$ cat config.mk
export PLATFORM = sky130hd
export DESIGN_NAME = whtt_range
export DESIGN_NICKNAME = d
export VERILOG_FILES = /design/src/design/whtt_pkg.sv /design/src/design/whtt_range.sv
export SDC_FILE = /design/constraint.sdc
export NUM_CORES = 2
export LEC_CHECK = 0
export ABC_AREA = 1
export BUFFER_PORTS_ARGS = -buffer_cell sky130_fd_sc_hd__buf_2
export CAP_MARGIN = 20
export CORE_ASPECT_RATIO = 1.25
export CORE_UTILIZATION = 50
export CTS_BUF_LIST = sky130_fd_sc_hd__clkbuf_4
export DETAILED_ROUTE_END_ITERATION = 12
export PLACE_DENSITY = 0.66
export SYNTH_ARGS = -nofsm -noshare
export SYNTH_HDL_FRONTEND = slang
export SYNTH_SLANG_ARGS = --single-unit
$ cat constraint.sdc
create_clock -name i_clk -period 13.4 [get_ports i_clk]
set_input_delay 0 -clock i_clk [delete_from_list [all_inputs] [get_ports i_clk]]
set_output_delay 0 -clock i_clk [all_outputs]
set_load 0.03 [all_outputs]
$ cat src/design/whtt_pkg.sv
// Shared types, constants and the CORDIC gain function for the wrapped
// heading unit. No dependencies.
`timescale 1ns / 1ps

package whtt_pkg;

    localparam int PW = 16;
    localparam int DW = PW + 2;
    localparam int FRAC = 14;
    localparam int XW = DW + FRAC + 2;
    localparam int CW = 32;
    localparam int OW = 16;
    localparam int CFG_IDX_W = 2;
    localparam int CORDIC_STAGES_DEF = 16;

    localparam logic [CFG_IDX_W-1:0] CFG_WORLD_WIDTH  = 2'd0;
    localparam logic [CFG_IDX_W-1:0] CFG_WORLD_HEIGHT = 2'd1;
    localparam logic [CFG_IDX_W-1:0] CFG_MIN_DISTANCE = 2'd2;

    localparam logic [PW-1:0] WORLD_WIDTH_RST  = 16'd20480;
    localparam logic [PW-1:0] WORLD_HEIGHT_RST = 16'd11520;
    localparam logic [PW-1:0] MIN_DISTANCE_RST = 16'd160;

    localparam logic signed [OW-1:0] Q14_ONE = 16'sd16384;

    typedef struct packed {
        logic [PW-1:0] world_width;
        logic [PW-1:0] world_height;
        logic [PW-1:0] min_distance;
    } t_cfg;

    typedef struct packed {
        logic [PW-1:0] own_x;
        logic [PW-1:0] own_y;
        logic [PW-1:0] target_x;
        logic [PW-1:0] target_y;
    } t_pos;

    typedef struct packed {
        logic signed [DW-1:0] dx;
        logic signed [DW-1:0] dy;
    } t_vec;

    typedef struct packed {
        t_vec vec;
        logic too_close;
        logic is_zero;
    } t_rng;

    // Product of 1/sqrt(1+4^-i) over the stages, returned in Q28.
    // Evaluated only while elaborating; the quotients use long division.
    function automatic logic [CW-1:0] cordic_gain_q28(input int stages);
        logic [63:0] p;
        logic [63:0] den;
        logic [63:0] quo;
        logic [63:0] rem;
        logic [63:0] v;
        logic [63:0] r;
        logic [63:0] b;
        int i;
        int j;
        int k;
        p = 64'd1 << 62;
        for (i = 0; i < 24; i++) begin
            if (i < stages) begin
                den = (64'd1 << (2 * i)) + 64'd1;
                quo = 64'd0;
                rem = 64'd0;
                for (j = 63; j >= 0; j--) begin
                    rem = {rem[62:0], p[j]};
                    if (rem >= den) begin
                        rem = rem - den;
                        quo[j] = 1'b1;
                    end
                end
                p = p - quo;
            end
        end
        v = p;
        r = 64'd0;
        b = 64'd1 << 62;
        for (k = 0; k < 32; k++) begin
            if (b > v) begin
                b = b >> 2;
            end
        end
        for (k = 0; k < 32; k++) begin
            if (b != 64'd0) begin
                if (v >= r + b) begin
                    v = v - (r + b);
                    r = (r >> 1) + b;
                end else begin
                    r = r >> 1;
                end
                b = b >> 2;
            end
        end
        return r[CW+2:3];
    endfunction

endpackage

$ cat src/design/whtt_range.sv
// Two-stage distance test: squares in the first stage, sum and compare
// against the squared minimum distance in the second. Depends on whtt_pkg.
`timescale 1ns / 1ps

module whtt_range import whtt_pkg::*; (
    input  logic i_clk,
    input  logic i_rst_n,
    input  logic [PW-1:0] i_min_distance,
    input  logic i_valid,
    output logic o_ready,
    input  t_vec i_vec,
    output logic o_valid,
    input  logic i_ready,
    output t_rng o_rng
);

    logic r_v1;
    logic r_v2;
    logic w_rdy1;
    logic w_rdy2;
    logic signed [2*DW-1:0] w_px;
    logic signed [2*DW-1:0] w_py;
    logic [2*PW:0] r_sq_x;
    logic [2*PW:0] r_sq_y;
    logic [2*PW-1:0] r_md_sq;
    t_vec r_vec;
    logic [2*PW+1:0] w_sum;
    t_rng n_rng;
    t_rng r_rng;

    assign w_rdy2 = !r_v2 || i_ready;
    assign w_rdy1 = !r_v1 || w_rdy2;
    assign o_ready = w_rdy1;
    assign o_valid = r_v2;
    assign o_rng = r_rng;

    assign w_px = i_vec.dx * i_vec.dx;
    assign w_py = i_vec.dy * i_vec.dy;

    assign w_sum = {1'b0, r_sq_x} + {1'b0, r_sq_y};
    assign n_rng.vec = r_vec;
    assign n_rng.too_close = w_sum < {2'b00, r_md_sq};
    assign n_rng.is_zero = (r_vec.dx == '0) && (r_vec.dy == '0);

    always_ff @(posedge i_clk) begin
        if (!i_rst_n) begin
            r_v1 <= 1'b0;
            r_v2 <= 1'b0;
        end else begin
            if (w_rdy1) begin
                r_v1 <= i_valid;
            end
            if (w_rdy2) begin
                r_v2 <= r_v1;
            end
        end
    end

    always_ff @(posedge i_clk) begin
        if (w_rdy1 && i_valid) begin
            r_sq_x <= w_px[2*PW:0];
            r_sq_y <= w_py[2*PW:0];
            r_md_sq <= {{PW{1'b0}}, i_min_distance} * {{PW{1'b0}}, i_min_distance};
            r_vec <= i_vec;
        end
        if (w_rdy2 && r_v1) begin
            r_rng <= n_rng;
        end
    end

endmodule

After elaboration in Yosys (flattened, before gate mapping)
Cells that the tools add are included.
- register bits after elaboration: 174
- bits of input ports: 56
- output and inout bits: 40
- logic and storage cells: 25
- add/subtract/negate cells: 1
- $mul: 3
- order comparisons: 1
- reduce and logical (&&, ||, !) cells: 9
- operators with widths (operator ; number):
    multiplier 18 x 18 -> 33 bit ; 2
    zero test 18 bit ; 2
    adder 33 x 33 -> 34 bit ; 1
    less-than comparator 34 x 32 -> 1 bit ; 1
    multiplier 16 x 16 -> 32 bit ; 1
    logical AND 1 bit ; 3
    zero test 1 bit ; 2
    logical OR 1 bit ; 2

Depth between registers and ports, before layout
- depth after elaboration: 4
- depth in mapped cells: 29
- gate-level depth less buffers: 27

Worst setup path after synthesis
No wires, ideal clock.
- kind: input to register
- from: input port i_vec[5] (netlist name)
- to: register r_sq_y[28], data pin
- library setup time: 0.260 ns
- arrival: 5.157 ns
- data required time: 13.140 ns
- setup slack: 7.983 ns
- stages: 24
- path buffers: 2
- cell sequence: clkbuf_1 buf_1 nand2_1 fa_1 inv_1 fa_1 inv_1 fa_1 inv_1 fa_1 fa_1 inv_1 fa_1 inv_1 ha_1 nand2_1 nor2_1 inv_1 nor2_1 nand2_1 o211ai_1 nand2_1 nand2_1 xor2_1
- longest elaborated chain between the ends: 1
- ends and longest elaborated chain (what ; line ; RTL):
    start, declared ; whtt_range.sv:11 ; input t_vec i_vec,
    multiplier 18 x 18 -> 33 bit ; whtt_range.sv:38 ; assign w_py = i_vec.dy * i_vec.dy;
    named net w_py[28] ; whtt_range.sv:22 ; logic signed [2*DW-1:0] w_py;
    end signal, assigned ; whtt_range.sv:62 ; r_sq_y <= w_py[2*PW:0];
    end, declared ; whtt_range.sv:24 ; logic [2*PW:0] r_sq_y;
The timed path passes the listed nets, and every way through them passes these cells.
A chain may end at the register's enable or synchronous reset.

Worst setup path in the final report
- from: input port i_vec[21] (netlist name)
- to: register r_sq_x[31], data pin
- longest elaborated chain between the ends: 1
- ends and longest elaborated chain (what ; line ; RTL):
    multiplier 18 x 18 -> 33 bit ; whtt_range.sv:37 ; assign w_px = i_vec.dx * i_vec.dx;
    named net w_px[31] ; whtt_range.sv:21 ; logic signed [2*DW-1:0] w_px;
    end signal, assigned ; whtt_range.sv:61 ; r_sq_x <= w_px[2*PW:0];
    end, declared ; whtt_range.sv:23 ; logic [2*PW:0] r_sq_x;
The timed path passes the listed nets, and every way through them passes these cells.

==> impl_metrics.env <==
export IMPL_number_of_synthesis_warnings=0
export IMPL_port_buffer_cells=95
export IMPL_timing_critical_path_arrival_ps=6240
export IMPL_synth_top_area_cell="sky130_fd_sc_hd__fa_1"
export IMPL_syn2layout_area_growth_pct=5.751
export IMPL_worstReg2RegStart="r_sq_x[8]"
export IMPL_dr_pass1_iters=5
export IMPL_finalClockSkew_ps=45.25
export IMPL_io_pin_count=96
export IMPL_outcome="completed"
export IMPL_synth_most_common_cell="sky130_fd_sc_hd__inv_1"
export IMPL_dieArea_sq_um=72970
export IMPL_setup_viol_count_final=0
export IMPL_wl_per_cell_um=15.79
export IMPL_path_class="primary input to register"
export IMPL_report_final_hold_viol_count=0
export IMPL_max_freq_mhz=173.5
export IMPL_setup_tns_final_ps=0
export IMPL_numCtsBuffers=17
export IMPL_synth_edf_count=167
export IMPL_worstPathRequired_ps=13880
export IMPL_postSynthCellCount=4048
export IMPL_number_of_rows_created_at_floorplan=109
export IMPL_drtAntennaViolNets=0
export IMPL_drt_total_wl_mm=79.94
export IMPL_first_global_vias=27520
export IMPL_pin_count_of_the_biggest_net_entering_global_routing=68
export IMPL_rsz0062_at_grt="false"
export IMPL_vias_per_cell=4.953
export IMPL_worst_setup_path_end_kind="register"
export IMPL_hold_path_class="primary input to register"
export IMPL_globalRouteOverflowTotal=0
export IMPL_hold_path_end="r_md_sq[3]"
export IMPL_synth_fp_nets=5174
export IMPL_r2r_endpoint="o_rng[1]"
export IMPL_worstMarginPinSlew_ps=909.5
export IMPL_detailedRoute_firstIterationViolations=1069
export IMPL_min_from="i_min_distance[2]"
export IMPL_cts_sink_count=169
export IMPL_initial_utilization_pct=50.68
export IMPL_list_of_most_frequent_post_synthesis_cells="sky130_fd_sc_hd__inv_1, sky130_fd_sc_hd__nand2_1, sky130_fd_sc_hd__fa_1, sky130_fd_sc_hd__ha_1, sky130_fd_sc_hd__edfxtp_1"
export IMPL_cts_clk_slew_worst_paths_ps=180
export IMPL_die_h_um=301.8
export IMPL_floorplan_core_area_sq_um=70920
export IMPL_synth_area_per_cell_sq_um=8.879
export IMPL_syn_cell_area_sq_um=35940
export IMPL_synth_area_leaders="sky130_fd_sc_hd__fa_1, sky130_fd_sc_hd__edfxtp_1, sky130_fd_sc_hd__inv_1"
export IMPL_design_final_nets=5231
export IMPL_timing_max_transition_violations_final=0
export IMPL_wire_length_of_the_first_global_routing_pass_mm=135.0
export IMPL_vias=25070
export IMPL_max_cap_violations=0
export IMPL_clkLatencyLatePin_ps=710
export IMPL_ys_flop_type="sky130_fd_sc_hd__edfxtp_1"
export IMPL_synth_seq_cells=169
export IMPL_antenna_found_initial=3
export IMPL_yosys_cell_types_count=48
export IMPL_clock_tree_root_cell="sky130_fd_sc_hd__clkbuf_4"
export IMPL_place_hpwl_mm=66.81
export IMPL_timing_hold_worst_path_depth=5
export IMPL_worst_setup_path_start_kind="primary input"
export IMPL_cts_htree_levels=4
export IMPL_gp_congestion=0.9009
export IMPL_track_usage_pct=23.43
export IMPL_critical_path_fanout_max=21
export IMPL_worst_r2r_setup_slack_ps=9460
export IMPL_reg2regPathDepth=23
export IMPL_clock_tree_buffer_depth=2
export IMPL_drc=0
export IMPL_die_width_um=241.8
export IMPL_fin_crit_share_pct=43.01
export IMPL_fillerInstances=6598
export IMPL_synth_top_area_share_pct=39.77
export IMPL_period_minus_slack_ps=5763
export IMPL_cts_tree="done"
export IMPL_maxSlewHeadroom_pct=39.37
export IMPL_synth_yosys_seq_area_share_pct=14.06
export IMPL_post_route_cells_drive_above_1_share_pct=3.934
export IMPL_synthArstFlopShare_pct=0
-- layout make-up --
class | count | area (sq um) | area share (%)
Clock inverter | 15 | 178.9 | 0.4707
Tap cell | 943 | 1180 | 3.104
Sequential cell | 169 | 5055 | 13.30
Antenna cell | 1 | 2.502 | 0.006583
Inverter | 1274 | 4787 | 12.59
Multi-Input combinational cell | 2499 | 25720 | 67.67
Timing Repair Buffer | 144 | 958.4 | 2.521
Clock buffer | 17 | 127.6 | 0.3358
-- state kept, by name (all words and copies together) (netlist names) --
name and cells:
o_valid 1, r_sq_y 32, r_v1 1, r_md_sq 31, n_rng 34, o_rng 38
r_sq_x 32
-- repair_timing --
action | CTS | global route
gates resized for setup | 0 | 0
hold endpoints to repair | 56 | 0
hold buffers | 46 | 0
setup buffers | 0 | 0
-- metal layers --
layer  routed length, um  track usage, %  up-vias  part of all wire, %
met5                  13               0        -                0.016
met1               31450           27.02    12600                   39
met4                2886           8.831        2                  3.6
li1                    -               -    11950                    -
met2               42870           44.12      402                   54
met3                2717           3.025      118                  3.4
-- worst max-delay path: stages --
cell and delay, ps:
sky130_fd_sc_hd__dlygate4sd3_1 520, sky130_fd_sc_hd__buf_2 450, sky130_fd_sc_hd__nand2_1 190, sky130_fd_sc_hd__fa_1 710, sky130_fd_sc_hd__inv_1 140, sky130_fd_sc_hd__fa_1 490, sky130_fd_sc_hd__inv_1 50, sky130_fd_sc_hd__fa_1 490
sky130_fd_sc_hd__inv_1 50, sky130_fd_sc_hd__fa_1 480, sky130_fd_sc_hd__fa_1 490, sky130_fd_sc_hd__inv_1 50, sky130_fd_sc_hd__fa_1 470, sky130_fd_sc_hd__inv_1 40, sky130_fd_sc_hd__ha_1 350, sky130_fd_sc_hd__nand2_1 150
sky130_fd_sc_hd__nor4_1 460, sky130_fd_sc_hd__nand4_1 160, sky130_fd_sc_hd__nand3_1 210, sky130_fd_sc_hd__a31oi_1 120, sky130_fd_sc_hd__xnor2_1 140
-- cell usage in the layout (no fill, tap or decap), drive strengths merged, types with 2 or more instances in the layout --
cell and instances:
a211oi 2, a21boi 4, a21o 20, a21oi 139
a31o 2, a31oi 10, buf 98, bufinv 2
clkbuf 17, clkinv 5, dfxtp 2, dlygate4sd3 46
edfxtp 167, fa 714, ha 356, inv 1282
nand2 735, nand3 61, nand3b 4, nand4 18
nor2 129, nor3 20, nor4 17, o211ai 7
o21a 7, o21ai 69, o21bai 13, o31ai 2
or2 14, xnor2 52, xor2 97
-- worst max-delay path by stage --
stage,startpoint,end,slack [ps],depth (start not counted)
6_report,i_vec[21],r_sq_x[31],7640,21
5_1_grt,i_vec[21],r_sq_x[31],7370,21
4_1_cts,i_vec[21],r_sq_x[31],7770,21
3_5_place_dp,i_vec[1],r_sq_y[28],7500,23
3_3_place_gp,i_vec[3],r_sq_y[29],7600,23
2_1_floorplan,i_vec[5],r_sq_y[28],7980,24
-- per-stage QoR --
stage                     worst slack, ps  cell area (sq um)  util [%]  instances  hold slack, ps
after floorplan                      7983              35940         -       4048           98.87
after global placement               7603              37230     52.50       4982           258.0
after detailed placement             7499              37230     52.50       4982           250.3
after CTS                            7774              38000     53.58       5060           76.89
after global routing                 7369              38010     53.60       5062           166.0
final                                7637              38010     53.60       5062           188.3
-- cell families (layout without fill, tap and decap cells) --
group,count (synthesis),count (layout),share of synthesized area (%)
buf+inv,1380,1450,14.43
fa+ha+maj,1070,1070,52.16
simple gates,1001,1001,11.18
flops,169,169,14.06
compound gates,278,278,4.473
xor+xnor,150,150,3.693
other cells,0,1,0
Power is not shown: default switching activity piles up to over one toggle a cycle in this logic, so the estimate is an artifact.
