## config.mk

```make
export PLATFORM = sky130hd
export DESIGN_NAME = whtt_wrap
export DESIGN_NICKNAME = d
export VERILOG_FILES = /design/src/design/whtt_pkg.sv /design/src/design/whtt_wrap.sv
export SDC_FILE = /design/constraint.sdc
export NUM_CORES = 1
export LEC_CHECK = 0
export BUFFER_PORTS_ARGS = -buffer_cell sky130_fd_sc_hd__buf_2
export CAP_MARGIN = 20
export CORE_MARGIN = 1
export CORE_UTILIZATION = 64
export CTS_BUF_LIST = sky130_fd_sc_hd__clkbuf_4
export DETAILED_ROUTE_END_ITERATION = 8
export PLACE_DENSITY = 0.95
export SETUP_SLACK_MARGIN = 0.1
export SLEW_MARGIN = 20
export SYNTH_ARGS = -nofsm -noshare
export SYNTH_HDL_FRONTEND = slang
export SYNTH_SLANG_ARGS = --single-unit
```

## constraint.sdc

```tcl
create_clock -name i_clk -period 6.98 [get_ports i_clk]
set_input_delay 0.698 -clock i_clk [delete_from_list [all_inputs] [get_ports i_clk]]
set_output_delay 0.698 -clock i_clk [all_outputs]
set_load 0.02 [all_outputs]
```

## src/design/whtt_pkg.sv

```systemverilog
// Shared types, constants and the CORDIC gain function for the wrapped
// heading unit. No dependencies.
`timescale 1ns / 1ps

package whtt_pkg;

    localparam int PW = 16;
    localparam int DW = PW + 2;
    localparam int FRAC = 14;
    localparam int XW = DW + FRAC + 2;
    localparam int CW = 32;
    localparam int OW = 16;
    localparam int CFG_IDX_W = 2;
    localparam int CORDIC_STAGES_DEF = 16;

    localparam logic [CFG_IDX_W-1:0] CFG_WORLD_WIDTH  = 2'd0;
    localparam logic [CFG_IDX_W-1:0] CFG_WORLD_HEIGHT = 2'd1;
    localparam logic [CFG_IDX_W-1:0] CFG_MIN_DISTANCE = 2'd2;

    localparam logic [PW-1:0] WORLD_WIDTH_RST  = 16'd20480;
    localparam logic [PW-1:0] WORLD_HEIGHT_RST = 16'd11520;
    localparam logic [PW-1:0] MIN_DISTANCE_RST = 16'd160;

    localparam logic signed [OW-1:0] Q14_ONE = 16'sd16384;

    typedef struct packed {
        logic [PW-1:0] world_width;
        logic [PW-1:0] world_height;
        logic [PW-1:0] min_distance;
    } t_cfg;

    typedef struct packed {
        logic [PW-1:0] own_x;
        logic [PW-1:0] own_y;
        logic [PW-1:0] target_x;
        logic [PW-1:0] target_y;
    } t_pos;

    typedef struct packed {
        logic signed [DW-1:0] dx;
        logic signed [DW-1:0] dy;
    } t_vec;

    typedef struct packed {
        t_vec vec;
        logic too_close;
        logic is_zero;
    } t_rng;

    // Product of 1/sqrt(1+4^-i) over the stages, returned in Q28.
    // Evaluated only while elaborating; the quotients use long division.
    function automatic logic [CW-1:0] cordic_gain_q28(input int stages);
        logic [63:0] p;
        logic [63:0] den;
        logic [63:0] quo;
        logic [63:0] rem;
        logic [63:0] v;
        logic [63:0] r;
        logic [63:0] b;
        int i;
        int j;
        int k;
        p = 64'd1 << 62;
        for (i = 0; i < 24; i++) begin
            if (i < stages) begin
                den = (64'd1 << (2 * i)) + 64'd1;
                quo = 64'd0;
                rem = 64'd0;
                for (j = 63; j >= 0; j--) begin
                    rem = {rem[62:0], p[j]};
                    if (rem >= den) begin
                        rem = rem - den;
                        quo[j] = 1'b1;
                    end
                end
                p = p - quo;
            end
        end
        v = p;
        r = 64'd0;
        b = 64'd1 << 62;
        for (k = 0; k < 32; k++) begin
            if (b > v) begin
                b = b >> 2;
            end
        end
        for (k = 0; k < 32; k++) begin
            if (b != 64'd0) begin
                if (v >= r + b) begin
                    v = v - (r + b);
                    r = (r >> 1) + b;
                end else begin
                    r = r >> 1;
                end
                b = b >> 2;
            end
        end
        return r[CW+2:3];
    endfunction

endpackage

```

## src/design/whtt_wrap.sv

```systemverilog
// Two-stage front end: per-axis difference, then wrap onto the shortest
// torus vector. Depends on whtt_pkg.
`timescale 1ns / 1ps

module whtt_wrap import whtt_pkg::*; (
    input  logic i_clk,
    input  logic i_rst_n,
    input  t_cfg i_cfg,
    input  logic i_valid,
    output logic o_ready,
    input  t_pos i_pos,
    output logic o_valid,
    input  logic i_ready,
    output t_vec o_vec
);

    function automatic logic signed [DW-1:0] wrap_axis(
        input logic signed [DW-1:0] d,
        input logic [PW-1:0] size
    );
        logic signed [DW:0] d2;
        logic signed [DW:0] sz;
        logic signed [DW-1:0] szd;
        d2 = {d, 1'b0};
        sz = $signed({3'b000, size});
        szd = $signed({2'b00, size});
        if (d2 > sz) begin
            wrap_axis = d - szd;
        end else if (d2 < -sz) begin
            wrap_axis = d + szd;
        end else begin
            wrap_axis = d;
        end
    endfunction

    logic r_v1;
    logic r_v2;
    logic w_rdy1;
    logic w_rdy2;
    logic signed [DW-1:0] r_dx_raw;
    logic signed [DW-1:0] r_dy_raw;
    logic signed [DW-1:0] n_dx_raw;
    logic signed [DW-1:0] n_dy_raw;
    t_vec r_vec;
    t_vec n_vec;

    assign w_rdy2 = !r_v2 || i_ready;
    assign w_rdy1 = !r_v1 || w_rdy2;
    assign o_ready = w_rdy1;
    assign o_valid = r_v2;
    assign o_vec = r_vec;

    assign n_dx_raw = $signed({2'b00, i_pos.target_x}) - $signed({2'b00, i_pos.own_x});
    assign n_dy_raw = $signed({2'b00, i_pos.target_y}) - $signed({2'b00, i_pos.own_y});
    assign n_vec.dx = wrap_axis(r_dx_raw, i_cfg.world_width);
    assign n_vec.dy = wrap_axis(r_dy_raw, i_cfg.world_height);

    always_ff @(posedge i_clk) begin
        if (!i_rst_n) begin
            r_v1 <= 1'b0;
            r_v2 <= 1'b0;
        end else begin
            if (w_rdy1) begin
                r_v1 <= i_valid;
            end
            if (w_rdy2) begin
                r_v2 <= r_v1;
            end
        end
    end

    always_ff @(posedge i_clk) begin
        if (w_rdy1 && i_valid) begin
            r_dx_raw <= n_dx_raw;
            r_dy_raw <= n_dy_raw;
        end
        if (w_rdy2 && r_v1) begin
            r_vec <= n_vec;
        end
    end

endmodule

```

Word level (Yosys, flattened, before mapping)
Cells that the tools add are included.

storage, ports and cells
  register bits after elaboration = 74
  latch bits = 0
  memory bits (writable) = 0
  ROM bits = 0
  input bits = 116
  output and inout bits = 38
  word-level logic and storage cells = 28
  memories = 0

cells by class
  $add $sub $neg = 8
  $mul = 0
  divide/modulo/power cells = 0
  order comparisons = 4
  equality and inequality tests = 0
  shift operators = 0
  multiplexer cells = 4
  bitwise logic cells = 0
  reductions and logical operators = 6

operators with widths
  kind                 count
  $mux W18             4
  $gt A19 B17 Y1       2
  $lt A19 B19 Y1       2
  $neg A16 Y19         2
  $add A18 B17 Y18     2
  $sub A18 B17 Y18     2
  $sub A16 B16 Y17     2
  $logic_and A1 B1 Y1  2
  $logic_not A1 Y1     2
  $logic_or A1 B1 Y1   2

Longest topological paths before layout
Gate-level depths: netlist of run 1.

  depth in word-level cells = 4
  mapped depth = 18
  depth with buffers taken out = 17

Worst setup path after synthesis of run 1
Ideal clock, no wire load.

  path type = input-to-reg
  start point = input i_cfg[35] in the netlist's numbering
  end point = register r_vec (netlist bit o_vec[32]), data pin
  setup time = 0.272 ns
  arrival = 3.640 ns
  required time = 6.708 ns
  path slack = 3.068 ns
  stages on the path = 18
  cell sequence = inv_1 nand4_1 nor2_1 nand2_1 nor4_1 nand2_1 nor4_1 xnor2_1 ha_1 nand3_1 or2_1 o211ai_1 nor3_1 and2_1 o21ai_1 buf_2 o22a_1 a21oi_1

RTL lines
  element                 RTL line         text
  start: declaration      whtt_wrap.sv:8   input t_cfg i_cfg,
  end signal: assignment  whtt_wrap.sv:78  r_vec <= n_vec;
  end: declaration        whtt_wrap.sv:44  t_vec r_vec;

==> flow_summary.yaml, run 1 <==
run_status:
  outcome: "completed"
placement:
  gp_congestion: 1.007
  io_buffers: 137
  pre_cts_slack_ps: 1970
  dp_hpwl_um: 18630
  dpl.cell_count: 1381
floorplanning:
  dieArea_um2: 14870
  die_w_um: 121.9
  fp.dieH_um: 121.9
  io_pins: 154
  rows: 43
  start_util_pct: 66.06
  core_area_um2: 13930
grt:
  grt_pass1_vias: 8100
  antenna_found_initial: 2
  grt_usage_pct: 31.67
  grt_first_pass_wirelength_um: 37570
  grt_remaining_overflow: 0
  grt_start_max_net_pins: 37
clocking:
  clk_latency_ps: 450
  postCtsHoldBufs: 0
  cts-root-buf: "clkbuf_4"
  cts_tree: "done"
  cts_made_buffers: 9
  cts.sinks: 72
  ctsLongestPathBuffers: 2
  path_clk_slew_ps: 110
  ctsResizeCount: 0
  ctsHtreeMaxLevel: 3
  postCtsSetupBuffers: 0
synthesis:
  ys_warn_count: 0
  synth-edff-count: 70
  yosysSeqAreaShare_pct: 23.27
  synth_area_um2: 9205
  synth_nets: 1372
  ys.flop_type: "edfxtp_1"
  ys_types: 73
  syn_area_per_cell_um2: 8.476
  synth_cells: 1086
  ys_ff_latch: 72
  async_reset_ff_share_pct: 0
final_layout:
  final_common_cell: "ha_1"
  layout-drive-gt1-share_pct: 14.63
  final-instance-count-excl-fill: 1399
  fill_cells: 1048
  final_util_pct: 72.95
  final_cell_mix: "164 x ha_1, 137 x buf_2, 118 x inv_1"
  finalNetCount: 1498
  area_growth_pct: 10.42
setup_path:
  cp-end-kind: "flop"
  path_class: "input pin to flop"
  reg2reg_slack_ps: 3090
  critPathArrivalTime_ps: 4900
  startpoint_type: "input pin"
  timing.rr.start: "r_dx_raw[8]$_DFFE_PP_"
  rr_worst_depth: 9
  critPathMaxFanout: 15
  timing.rr.end: "o_vec[21]$_DFFE_PP_"
  cp.required_ps: 7170
timing:
  setup_viol: 0
  final-hold-violation-count: 0
  min_period_ps: 4713
  rsz0062_at_grt: "false"
  post-route-period-util_pct: 67.52
  finalSetupTns_ps: 0
  worst_slew_pin_slew_ps: 1162
  fmaxAchievable_mhz: 212.2
  finClkSkew_ps: 8.918
  worst_hold_slack_ps: 450.9
  worst_slack_ps: 2267
  slew_violations: 0
  slew_headroom_pct: 22.01
drt:
  avgRoutedWirePerCell_um: 16.50
  routed_wl_um: 23080
  vias: 8857
  drc: 0
  avgViaCountPerCell: 6.331
  drt_iter0_drc: 894
  antenna_left: 0
  dr.pass1.iters: 6
pwr:
  ir_drop_mv: 0.08647
  p_per_area_nw_per_um2: 181.7
  leakagePower_nw: 4.738
run:
  cap_violations: 0
hold_path:
  holdPathEnd: "o_valid$_SDFFE_PN0P_"
  hold_depth: 2
  hp-class: "input pin to flop"
  min-delay-start: "i_rst_n"
-- worst max-delay path, cell delays in order --
cell	delay, ps
buf_2	110
inv_1	170
nand4_1	150
nor2_1	190
nand2_1	130
nor4_1	320
nand2_1	190
nor4_1	260
xnor2_1	130
ha_1	280
nand3_1	50
or2_1	220
o211ai_1	210
nor3_1	90
and2_1	200
o21ai_1	910
nor3_1	110
a2111oi_1	460
-- metrics by stage --
stage | cell area (um^2) | power (mW)
floorplan | 9205 | 1.317
global placement | 10020 | 1.523
detailed placement | 10020 | 1.564
CTS | 10160 | 1.824
global route | 10160 | 1.970
finish | 10160 | 1.847
-- metal layers --
layer  share of wire [%]  GRT usage [%]
met4                 3.3          13.73
met2                  42          46.82
met3                  10          5.431
met5                   0              0
met1                  44          45.14
-- cells by family (layout without fill, tap and decap cells) --
group	count (synthesis)	after routing	share of synthesized area [%]
buf+inv	145	276	6.293
flops	72	72	23.27
other cells	0	2	0
compound gates	337	337	24.97
simple gates	306	306	16.47
xor+xnor	52	52	4.948
fa+ha+maj	170	170	23.60
mux	4	4	0.4486
-- cell type report --
| type | instances | area (um^2) | share of cell area [%] |
|---|---|---|---|
| inverters | 119 | 446.7 | 4.394 |
| diodes | 2 | 5.005 | 0.04924 |
| flip-flops and latches | 72 | 2142 | 21.07 |
| clock inverters | 6 | 60.06 | 0.5908 |
| well taps | 180 | 225.2 | 2.216 |
| repair buffers | 141 | 715.7 | 7.041 |
| multi-input cells | 869 | 6495 | 63.90 |
| clock buffers | 10 | 75.07 | 0.7386 |
-- flip-flops by register name, indices dropped and copies added, names as in the netlist --
name / count
r_v1: 1
r_dy_raw: 17
r_dx_raw: 17
o_vec: 36
o_valid: 1
-- report_power, final --
part / internal [mW] / leakage [nW] / switching [mW] / total [mW]
Combinational: 0.394 / 3.98 / 0.578 / 0.972
Clock: 0.111 / 0.0722 / 0.147 / 0.258
Sequential: 0.559 / 0.683 / 0.0579 / 0.617
-- worst max path at each step --
| stage | cells after the start | slack (ps) | to | from |
|---|---|---|---|---|
| CTS | 18 | 2400 | o_vec[31]$_DFFE_PP_ | i_cfg[35] |
| global route | 18 | 2050 | o_vec[31]$_DFFE_PP_ | i_cfg[35] |
| finish | 18 | 2270 | o_vec[31]$_DFFE_PP_ | i_cfg[35] |
| detailed placement | 18 | 1970 | o_vec[31]$_DFFE_PP_ | i_cfg[35] |
| floorplan | 18 | 3070 | o_vec[32]$_DFFE_PP_ | i_cfg[35] |
| global placement | 18 | 2010 | o_vec[31]$_DFFE_PP_ | i_cfg[35] |
-- synthesized netlist by cell type (9+ instances only) --
cell | instances | area [um^2]
ha_1 | 164 | 2052
and3_1 | 9 | 56.30
o221ai_1 | 9 | 78.83
o31ai_1 | 10 | 75.07
clkbuf_1 | 11 | 41.29
a221oi_1 | 9 | 78.83
a211oi_1 | 11 | 82.58
xor2_1 | 10 | 87.58
nor2b_1 | 23 | 143.9
nand3_1 | 22 | 110.1
o21a_1 | 19 | 142.6
a21o_1 | 23 | 172.7
a21oi_1 | 100 | 500.5
nand4_1 | 13 | 81.33
nand2_1 | 44 | 165.2
a31oi_1 | 9 | 56.30
o21bai_1 | 10 | 75.07
o211ai_1 | 10 | 75.07
edfxtp_1 | 70 | 2102
xnor2_1 | 42 | 367.9
o21ai_0 | 46 | 230.2
nand2b_1 | 17 | 106.4
a221o_1 | 12 | 120.1
inv_1 | 118 | 442.9
nor3_1 | 43 | 215.2
nor2_1 | 95 | 356.6
or3_1 | 9 | 56.30
buf_2 | 9 | 45.04
(Power assumes the default switching activity.)
==> inputs of run 2 (changes only) <==
Settings changed: ABC_AREA set to 1, CORE_UTILIZATION 64 to 55, PLACE_DENSITY 0.95 to 0.89.
Clock period 6.98 ns to 3.8 ns, I/O delays scaled along.
==> flow_summary.yaml, run 2 <==
clocking:
  ctsHtreeMaxLevel: 3
  cts_made_buffers: 9
  postCtsHoldBufs: 0
  cts_tree: "done"
  ctsResizeCount: 0
  clk_latency_ps: 470
  path_clk_slew_ps: 110
  cts-root-buf: "clkbuf_4"
  postCtsSetupBuffers: 0
  ctsLongestPathBuffers: 2
  cts.sinks: 72
grt:
  grt_first_pass_wirelength_um: 46030
  use_met2_pct: 44.19
  antenna_found_initial: 2
  top_usage_layer: "met2"
  grt_use_met1_pct: 42.19
  grt_remaining_overflow: 0
  use_met3_pct: 3.363
  grt_start_max_net_pins: 37
  grt_usage_pct: 28.84
  grt_pass1_vias: 9675
run_status:
  outcome: "completed"
synthesis:
  synth_cells: 1599
  ys_types: 42
  yosys-top-cells-area: "edfxtp_1 20%, ha_1 19%, nand2_1 16%, inv_1 8.9%, nand3_1 6.6%"
  synth_nets: 1885
  synth.top_cell.area_share_pct: 19.73
  synth_area_um2: 10660
  yosysTopAreaCell: "edfxtp_1"
  syn_area_per_cell_um2: 6.664
  ys_warn_count: 0
  synth-edff-count: 70
  synth.most_common_cell: "nand2_1"
  ys_ff_latch: 72
  synth_commonest_cells: "440 x nand2_1, 254 x inv_1, 164 x ha_1, 140 x nand3_1, 127 x nor2_1"
  async_reset_ff_share_pct: 0
  yosysSeqAreaShare_pct: 20.10
  ys.flop_type: "edfxtp_1"
pwr:
  swShare_pct: 46.82
  p_comb_share_pct: 56.9
  p_switching_mw: 1.772
  ir_drop_mv: 0.1628
  p_per_area_nw_per_um2: 322.2
  leakagePower_nw: 6.491
  p_int_mw: 2.013
  seq_power_share_pct: 30.2
  clockPowerShare_pct: 12.9
placement:
  io_buffers: 137
  dpl.cell_count: 1977
  gp_congestion: 0.9697
  dp_hpwl_um: 23580
drt:
  avgRoutedWirePerCell_um: 14.19
  drt_iter0_drc: 912
  avgViaCountPerCell: 5.362
  drc: 0
  antenna_left: 0
  routed_wl_um: 28320
  dr.pass1.iters: 9
  vias: 10702
setup_path:
  path_class: "input pin to flop"
  crit_buf_inv: 3
  cp.required_ps: 4030
  crit_path_cell_trace: "buf_2 -> inv_1 -> ha_1 -> nand3_1 -> nor2_1 -> nand2_1 -> nor3_4 -> nand3_1 -> nor3_1 -> xor2_1 -> ha_1 -> nand2_1 -> nand2_1 -> nand2_1 -> nand2_1 -> nand2_1 -> nand2_1 -> nor2_1 -> nand2_1 -> nand2_2 -> buf_4 -> nand3_1 -> nand3_1 -> nand2_1"
  max_stage_delay_ps: 260
  cp-end-kind: "flop"
  critPathMaxFanout: 10
  path_delay_family: "simple AND/OR/NAND/NOR gates"
  crit_top_cell: "nand2_1"
  critPathArrivalTime_ps: 3430
  worst_path_max_delay_cell: "ha_1"
  startpoint_type: "input pin"
timing:
  slew_violations: 0
  worst_slew_pin_slew_ps: 757.3
  rsz0062_at_grt: "false"
  min_period_ps: 3204
  setup_viol: 0
  final-hold-violation-count: 0
  finalSetupTns_ps: 0
  finClkSkew_ps: 15.33
  slew_headroom_pct: 49.40
  fmaxAchievable_mhz: 312.1
  post-route-period-util_pct: 84.32
final_layout:
  area_growth_pct: 10.27
  final_common_cell: "nand2_1"
  final-instance-count-excl-fill: 1996
  final_util_pct: 62.40
  final_cell_mix: "440 x nand2_1, 253 x inv_1, 164 x ha_1"
  layout-drive-gt1-share_pct: 10.78
  largest_reg_flops: 36
  finalNetCount: 2015
floorplanning:
  dieArea_um2: 19930
  io_pins: 154
  core_area_um2: 18830
  start_util_pct: 56.58
  rows: 50
  die_w_um: 141.2
  fp.dieH_um: 141.2
hold_path:
  hp-class: "input pin to flop"
run:
  cap_violations: 0
==> run 2: cell count changes in the layout (fill, tap and decap cells not counted), moves of 21 or more <==
cell,change
xor2_1,+61
nor2_1,+32
nand2_1,+396
nand3_1,+118
nor2b_1,-22
nor3_1,-21
xnor2_1,-29
inv_1,+135
==> run 2: worst register-to-register path, cell delays in order, from the launching register on <==
cell,delay [ps]
edfxtp_1,590
ha_1,450
nand2_1,100
nor2_2,160
nand3_1,80
nor2_1,140
nor2_1,90
nand2_1,80
nand2_2,100
nand2_4,240
nand2_1,150
nand3_1,130
nand2_1,60
==> run 2: final timing paths <==
check	start	to	slack (ps)	cells past startpoint
setup / recovery	i_cfg[16]	o_vec[3]$_DFFE_PP_	600	24
hold / removal	i_rst_n	r_v1$_SDFFE_PN0N_	150	3
setup reg to reg	r_dy_raw[16]$_DFFE_PP_	o_vec[12]$_DFFE_PP_	1210	12
hold reg to reg	o_valid$_SDFFE_PN0P_	o_valid$_SDFFE_PN0P_	530	2
==> run 2: stage by stage <==
step	area [um^2]	setup slack, ps	total power, mW	hold slack (ps)
finish	11750	595.7	3.785	149.5
global route	11750	266.2	4.103	158.3
CTS	11730	667.9	3.747	122.1
detailed placement	11600	170.4	3.257	515.5
global placement	11600	265.2	3.194	507.9
floorplan	10660	610.5	2.714	447.3
==> run 2: kinds of logic after synthesis <==
| kind of cell | Yosys count | synth area share [%] |
|---|---|---|
| AOI/OAI and AO/OA | 204 | 10.52 |
| xor gates and xnor gates | 84 | 6.905 |
| adders and majority gates | 170 | 20.39 |
| buffers and inverters | 288 | 10.85 |
| DFF | 72 | 20.10 |
| and+or+nand+nor | 781 | 31.24 |
==> run 2: layout make-up <==
class,count,area (um^2)
clock inverters,5,47.55
fillers,1775,7081
diodes,2,5.005
repair buffers,153,825.8
inverters,254,953.4
multi-input cells,1239,7368
flip-flops and latches,72,2142
clock buffers,11,82.58
well taps,260,325.3
==> run 2: power by group through the flow <==
stage / registers (mW) / logic [mW] / clock network [mW]
5_1_grt: 1.15 / 2.43 / 0.527
3_3_place_gp: 1.15 / 2.04 / 0
2_1_floorplan: 1.17 / 1.54 / 0
4_1_cts: 1.14 / 2.11 / 0.499
3_5_place_dp: 1.16 / 2.10 / 0
6_report: 1.14 / 2.16 / 0.487
==> run 2: per-layer routing <==
metal | vias to the layer above | part of all wire (%)
li1 | 5471 | -
met1 | 4761 | 48
met2 | 427 | 42
met3 | 43 | 8.0
met4 | 0 | 1.9
met5 | - | 0
